--- config.mk ---
export PLATFORM = sky130hd
export DESIGN_NAME = tsd_ctrl
export DESIGN_NICKNAME = d
export VERILOG_FILES = /design/src/tsd_pkg.sv /design/src/tsd_ctrl.sv
export SDC_FILE = /design/constraint.sdc
export NUM_CORES = 1
export LEC_CHECK = 0
export BUFFER_PORTS_ARGS = -buffer_cell sky130_fd_sc_hd__buf_2
export CORE_UTILIZATION = 47
export DETAILED_ROUTE_END_ITERATION = 10
export PLACE_DENSITY = 0.74
export SLEW_MARGIN = 20
export SYNTH_ARGS = -nofsm -noshare
export SYNTH_HDL_FRONTEND = slang
export SYNTH_SLANG_ARGS = --single-unit
--- constraint.sdc ---
create_clock -name clk -period 1.3 [get_ports clk]
set_input_delay 0.26 -clock clk [delete_from_list [all_inputs] [get_ports clk]]
set_output_delay 0.26 -clock clk [all_outputs]
set_load 0.005 [all_outputs]
--- src/tsd_pkg.sv ---
// Shared constants, configuration register indexes, datapath operation codes and status bundle for the spike detector.
`default_nettype none
package tsd_pkg;

  localparam int DEFAULT_HISTORY_DEPTH = 1024;
  localparam int DEFAULT_SAMPLE_BITS   = 16;
  localparam int THR_BITS              = 16;
  localparam int POS_BITS              = 32;
  localparam int WIN_BITS              = 7;
  localparam int SKIP_BITS             = 10;
  localparam int CFG_IDX_BITS          = 3;
  localparam int CFG_DATA_BITS         = 16;
  localparam int NUM_CH                = 4;

  localparam logic [POS_BITS-1:0]  CHECK_START = 32'd32;
  localparam logic [WIN_BITS-1:0]  WIN_MIN     = 7'd4;
  localparam logic [WIN_BITS-1:0]  WIN_MAX     = 7'd64;
  localparam logic [THR_BITS-1:0]  THR_RESET   = 16'sh7fff;
  localparam logic [WIN_BITS-1:0]  WIN_RESET   = 7'd32;
  localparam logic [SKIP_BITS-1:0] SKIP_RESET  = 10'd32;

  // configuration register indexes
  typedef enum logic [CFG_IDX_BITS-1:0] {
    CFG_THR_CH1 = 3'd0,
    CFG_THR_CH2 = 3'd1,
    CFG_THR_CH3 = 3'd2,
    CFG_THR_CH4 = 3'd3,
    CFG_WINDOW  = 3'd4,
    CFG_SKIP    = 3'd5
  } cfg_idx_t;

  // commands from the controller to the datapath
  typedef enum logic [3:0] {
    DP_NOP,
    DP_WRITE,
    DP_CHECK_RD,
    DP_HIT,
    DP_ADVANCE,
    DP_ALIGN_RD,
    DP_NEXT_CHAN,
    DP_SCAN_INIT,
    DP_SCAN_RD,
    DP_SCAN_STEP,
    DP_ALIGN_END,
    DP_SNIP_INIT,
    DP_SNIP_RD,
    DP_SNIP_EMIT
  } dp_op_t;

  // status from the datapath to the controller
  typedef struct packed {
    logic check_arrived;
    logic hit;
    logic sel_over;
    logic end_arrived;
    logic chan_last;
    logic scan_last;
    logic snip_arrived;
    logic snip_last;
    logic out_free;
  } dp_status_t;

endpackage
`default_nettype wire

--- src/tsd_ctrl.sv ---
// Controller: sequences check, peak alignment and snippet output for each sample.
`default_nettype none
module tsd_ctrl (
  input  wire logic                clk,
  input  wire logic                rst_n,
  input  wire logic                in_valid,
  input  wire logic                in_record_start,
  output logic                     in_stall,
  input  wire tsd_pkg::dp_status_t status,
  output tsd_pkg::dp_op_t          op
);

  typedef enum logic [3:0] {
    S_IDLE, S_CHK_ADDR, S_CHK_EVAL, S_AL_ADDR, S_AL_EVAL,
    S_SC_ADDR, S_SC_EVAL, S_AL_DONE, S_SN_TEST, S_SN_ADDR, S_SN_OUT
  } state_t;

  typedef enum logic [1:0] { M_CHECK, M_ALIGN, M_SNIP } mode_t;

  state_t state_r, state_nxt;
  mode_t  mode_r, mode_nxt;

  assign in_stall = (state_r != S_IDLE);

  always_comb begin
    state_nxt = state_r;
    mode_nxt  = mode_r;
    op        = tsd_pkg::DP_NOP;
    case (state_r)
      S_IDLE: begin
        // write the sample, then resume where the last item left off
        if (in_valid) begin
          op = tsd_pkg::DP_WRITE;
          if (in_record_start) begin
            mode_nxt  = M_CHECK;
            state_nxt = S_CHK_ADDR;
          end else begin
            case (mode_r)
              M_ALIGN: state_nxt = S_AL_ADDR;
              M_SNIP:  state_nxt = S_SN_TEST;
              default: state_nxt = S_CHK_ADDR;
            endcase
          end
        end
      end
      S_CHK_ADDR: begin
        if (status.check_arrived) begin
          op        = tsd_pkg::DP_CHECK_RD;
          state_nxt = S_CHK_EVAL;
        end else begin
          mode_nxt  = M_CHECK;
          state_nxt = S_IDLE;
        end
      end
      S_CHK_EVAL: begin
        if (status.hit) begin
          op        = tsd_pkg::DP_HIT;
          state_nxt = S_AL_ADDR;
        end else begin
          op        = tsd_pkg::DP_ADVANCE;
          state_nxt = S_CHK_ADDR;
        end
      end
      S_AL_ADDR: begin
        op        = tsd_pkg::DP_ALIGN_RD;
        state_nxt = S_AL_EVAL;
      end
      S_AL_EVAL: begin
        if (!status.sel_over) begin
          op        = tsd_pkg::DP_NEXT_CHAN;
          state_nxt = status.chan_last ? S_SN_TEST : S_AL_ADDR;
        end else if (!status.end_arrived) begin
          mode_nxt  = M_ALIGN;
          state_nxt = S_IDLE;
        end else begin
          op        = tsd_pkg::DP_SCAN_INIT;
          state_nxt = S_SC_ADDR;
        end
      end
      S_SC_ADDR: begin
        op        = tsd_pkg::DP_SCAN_RD;
        state_nxt = S_SC_EVAL;
      end
      S_SC_EVAL: begin
        op        = tsd_pkg::DP_SCAN_STEP;
        state_nxt = status.scan_last ? S_AL_DONE : S_SC_ADDR;
      end
      S_AL_DONE: begin
        op        = tsd_pkg::DP_ALIGN_END;
        state_nxt = status.chan_last ? S_SN_TEST : S_AL_ADDR;
      end
      S_SN_TEST: begin
        if (status.snip_arrived) begin
          op        = tsd_pkg::DP_SNIP_INIT;
          state_nxt = S_SN_ADDR;
        end else begin
          mode_nxt  = M_SNIP;
          state_nxt = S_IDLE;
        end
      end
      S_SN_ADDR: begin
        op        = tsd_pkg::DP_SNIP_RD;
        state_nxt = S_SN_OUT;
      end
      S_SN_OUT: begin
        // hold the read word until the output register frees up
        if (status.out_free) begin
          op = tsd_pkg::DP_SNIP_EMIT;
          if (status.snip_last) begin
            mode_nxt  = M_CHECK;
            state_nxt = S_IDLE;
          end else begin
            state_nxt = S_SN_ADDR;
          end
        end
      end
      default: state_nxt = S_IDLE;
    endcase
  end

  always_ff @(posedge clk) begin
    if (!rst_n) begin
      state_r <= S_IDLE;
      mode_r  <= M_CHECK;
    end else begin
      state_r <= state_nxt;
      mode_r  <= mode_nxt;
    end
  end

endmodule
`default_nettype wire

=== Word level (Yosys, flattened, before mapping) ===
Index checks and enable logic that the tools add are counted.

* Register bits: 6
* Input port bits: 13
* Logic and storage cells: 56

* Equality and inequality tests: 20
* Mux-type cells: 29
* Reduce and logical (&&, ||, !) cells: 5

{| class="wikitable"
|+ Operators by type and width
! operator !! count
|-
| $pmux W4 S11 || 2
|-
| $mux W4 || 9
|-
| $mux W2 || 11
|-
| $eq A4 B3 Y1 const B || 4
|-
| $ne A2 B2 Y1 const B || 8
|-
| $eq A4 B4 Y1 const B || 3
|-
| $mux W3 || 4
|-
| $pmux W2 S5 || 1
|-
| $reduce_and A9 Y1 || 1
|-
| $eq A4 B2 Y1 const B || 2
|-
| $pmux W4 S2 || 1
|-
| $reduce_bool A5 Y1 || 1
|-
| $eq A4 B1 Y1 const B || 1
|-
| $logic_not A4 Y1 || 1
|-
| $reduce_bool A4 Y1 || 1
|-
| $eq A2 B1 Y1 const B || 1
|-
| $eq A2 B2 Y1 const B || 1
|-
| $reduce_and A2 Y1 || 1
|-
| $mux W1 || 1
|}

=== Depth between registers and ports, before layout ===
* Depth after elaboration: 5
* Depth in mapped cells: 6
* Gate-level depth less buffers: 4

=== Worst setup path after synthesis ===
Ideal clock, no wire load.

* Kind: register to output
* Start: register state_r[3]
* End: output port op[0]
* Arrival: 1185 ps
* Data required time: 1040 ps
* Slack: -145 ps
* Stages on the path, launching flop included: 5
* Path buffers: 1
* Path through: dfxtp_1 > buf_4 > mux2_2 > a22oi_1 > o21ai_0

* Word-level cells in the longest chain between the ends: 2
* Elaborated cells between the ends (all ways): 12

{| class="wikitable"
|+ Ends and longest elaborated chain
! element !! RTL line !! text
|-
| from (decl) || tsd_ctrl.sv:20 || <nowiki>state_t state_r, state_nxt;</nowiki>
|-
| from (signal assigned) || tsd_ctrl.sv:126 || <nowiki>state_r <= state_nxt;</nowiki>
|-
| $eq A4 B4 Y1 (tied with other cells) || tsd_ctrl.sv:29 || <nowiki>case (state_r)</nowiki>
|-
| $pmux W4 S11 * || tsd_ctrl.sv:29 ||
|-
| to (decl) || tsd_ctrl.sv:10 || <nowiki>output tsd_pkg::dp_op_t op</nowiki>
|}

Every way passes the cells marked *; elsewhere a longest branch is shown, timed or not.

=== Worst setup path in the final report ===
* Start: register state_r[0]
* End: register mode_r[0]

* Word-level cells in the longest chain between the ends: 3
* Elaborated cells between the ends (all ways): 16

{| class="wikitable"
|+ Ends and longest elaborated chain
! element !! RTL line !! text
|-
| $eq A4 B4 Y1 (tied with other cells) || tsd_ctrl.sv:29 ||
|-
| $reduce_bool A5 Y1 (no source line) or $ne A2 B2 Y1 (tied branches) || -- ||
|-
| $reduce_and A9 Y1 (no source line) || -- ||
|-
| to (signal assigned) || tsd_ctrl.sv:127 || <nowiki>mode_r <= mode_nxt;</nowiki>
|-
| to (decl) || tsd_ctrl.sv:21 || <nowiki>mode_t mode_r, mode_nxt;</nowiki>
|}

Parallel ways exist; a longest one is shown, timed or not.
A chain may end at the register's enable or synchronous reset.

==> results.cfg <==
[status]
outcome = complete, but fails checks
violations = negative setup slack

[floorplanning]
start_util_pct = 49.8
die_w_um = 42.0
num_rows = 14
die_area_um2 = 1760
core_region_area_um2 = 1510
io_pins = 18
die_y_um = 42.0

[final_layout]
antenna_cells = 0
fillers = 87
drive_gt1_share_pct = 61.6
area_delta_synth_final_pct = 72.5
nNetsFinal = 166
stdcell_area_um2 = 1290

[min_path]
worstHoldPathType = in2reg
hold_start = rst_n
holdPathEnd = mode_r[1]
min_path_cells = 3

[drt]
wl_mm = 3.05
firstDrtPassIters = 4
via_per_inst = 6.23
vias = 1040
wl_per_cell_um = 18.3
drcViolationCount = 0
drtIter0Drc = 72
ant_nets = 0

[clock_network]
clk_pin_slew_ns = 0.05
ctsLongestPathBuffers = 2
clock_sinks = 6
cts_tree = built
ctsHoldBuffers = 0
htreeDepth = 1
clock_latency_ns = 0.24
root_buffer = clkbuf_4
cts_buffers = 3

[timing]
setup_violations = 10
slew_headroom_pct = 77.1
maxSlewViolCount = 0
max_freq_ghz = 0.573
rsz0062_at_grt = true
skew_ns = 0.00462
finalCritPeriodShare_pct = 134
tightest_slew_ns = 0.344
setup_ws_ns = -0.446
final_hold_viol_count = 0
min_period_ns = 1.75

[global_routing]
grt_pass1_wl_mm = 4.30
grt.total_usage_pct = 32.4
antenna_found_initial = 0
grt_pass1_vias = 1004
overflow = 0
grt_max_degree = 13

[power]
ir_drop_uv = 868
finalPower_mw = 0.737
p_leak_nw = 0.581
power.density_nw_per_um2 = 569

[critical_path]
r2r-end = mode_r[0]
cp.arrival_ns = 1.90
start_kind = flip-flop
reg2reg_slack_ns = -0.45
cpMostUsedCell = buf_4
rr_startpoint = state_r[0]
worstSetupEndpointType = flip-flop
crit_type = reg2reg
crit_path_max_incr_delay_ns = 0.43
worstPathMaxFanout = 6
r2r_cells = 6
critical-path-slowest-cell = a2111oi_4
path_cells = buf_4 > buf_4 > nor2b_1 > o21bai_2 > a2111oi_4 > mux2i_1
worstPathRequired_ns = 1.46

[synthesis]
netlist_instances = 92
ys_seq_area_share_pct = 16.0
async_flop_share_pct = 0
ys_types = 44
postSynthAreaPerCell_um2 = 8.16
synth-edff-count = 0
synth.area.top_cells = dfxtp_1 16%, nand2b_1 4.2%, o21ai_0 4.0%, nand2_1 4.0%, a2111oi_4 3.7%
synth_fp_nets = 105
synth_top_area_share_pct = 16.0
synth_top_area_cell = dfxtp_1
ys.flop_type = dfxtp_1
yosysWarnings = 0
syn_area_um2 = 751
ys_seq_elements = 6

[place]
dpl_worst_slack_ns = -0.349
finalWeightedCongestion = 0.951
postPlaceCellArea_um2 = 1040
dp_hpwl_mm = 1.68
port_buffers = 17

[run]
maxCapViolations = 0
-- routing by layer --
layer	up-vias	share of wire, %	track usage (%)
met5	-	0	0
met4	0	3.3	16.1
met3	16	7.1	5.65
met2	58	48	54.1
met1	492	41	39.7
li1	474	-	-
-- synth_stat cells, types with 2 or more instances --
cell	count
a211o_1	3
a21o_1	2
a21oi_1	4
a22oi_1	3
a31oi_1	3
and3_1	2
buf_2	3
buf_4	2
buf_6	2
dfxtp_1	6
inv_1	3
mux2i_1	2
nand2_1	8
nand2b_1	5
nand3_1	3
nand3b_1	3
nor2_1	5
nor2b_1	2
o21ai_0	6
-- layout by cell type (no fill, tap or decap), types with 4 or more instances in the layout --
cell type	netlist	routed
buf_6	2	8
nand2b_1	5	4
buf_2	3	16
nand2_1	8	8
dfxtp_4	0	4
buf_4	2	39
nor2_1	5	5
o21ai_1	1	4
-- registers in the layout, summed over array words and instances (netlist names) --
| register | cells |
|---|---|
| state_r | 4 |
| mode_r | 2 |
-- through the flow --
stage,cells,utilization [%],TNS [ns],hold slack (ns)
5_1_grt,167,86.0,-4.07,0.321
6_report,167,86.0,-3.70,0.327
2_1_floorplan,92,-,-0.484,0.402
3_3_place_gp,146,68.9,-2.51,0.558
4_1_cts,162,81.4,-2.98,0.305
3_5_place_dp,146,68.9,-2.78,0.562
-- kinds of logic (layout without fill, tap and decap cells) --
logic type / count (synthesis) / count (layout) / synth area share, %
flip-flops: 6 / 6 / 16.0
buffers and inverters: 10 / 69 / 8.50
multiplexers: 3 / 3 / 4.17
XOR/XNOR: 1 / 1 / 1.17
AND/OR/NAND/NOR: 39 / 39 / 32.5
AO/OA/AOI/OAI: 33 / 33 / 37.7
-- critical path, delay by kind of cell (launching register included) --
kind | cells | cell delay [ns]
compound gates | 2 | 0.54
flops | 1 | 0.36
buf+inv | 2 | 0.29
mux | 1 | 0.26
simple gates | 1 | 0.22
-- area by class of cell --
class                   count  area (um^2)  share of cell area, %
inverters                   3         11.3                  0.870
well taps                  16         20.0                   1.55
clock buffers               3         22.5                   1.74
repair buffers             63          463                   35.7
multi-input cells          76          643                   49.7
flip-flops and latches      6          135                   10.4
-- worst max-delay path by stage --
stage | depth (start not counted) | slack, ns | from | endpoint
floorplan | 5 | -0.08 | state_r[3] | mode_r[0]
global placement | 4 | -0.30 | state_r[0] | mode_r[0]
detailed placement | 4 | -0.35 | state_r[0] | mode_r[1]
CTS | 5 | -0.35 | state_r[3] | op[1]
global route | 6 | -0.44 | state_r[0] | mode_r[0]
finish | 6 | -0.45 | state_r[0] | mode_r[0]
-- what timing repair did --
item,CTS,global route
pin swaps,11,7
buffers inserted,13,5
resized for setup,20,9
setup endpoints to repair,11,11
-- report_power, final --
part / total, mW / switching (mW) / leakage, nW / internal, mW
combinational: 0.374 / 0.165 / 0.515 / 0.209
clock: 0.163 / 0.0595 / 0.0138 / 0.104
sequential: 0.200 / 0.0132 / 0.0516 / 0.186
No activity file was read; power rests on OpenSTA's default activity.
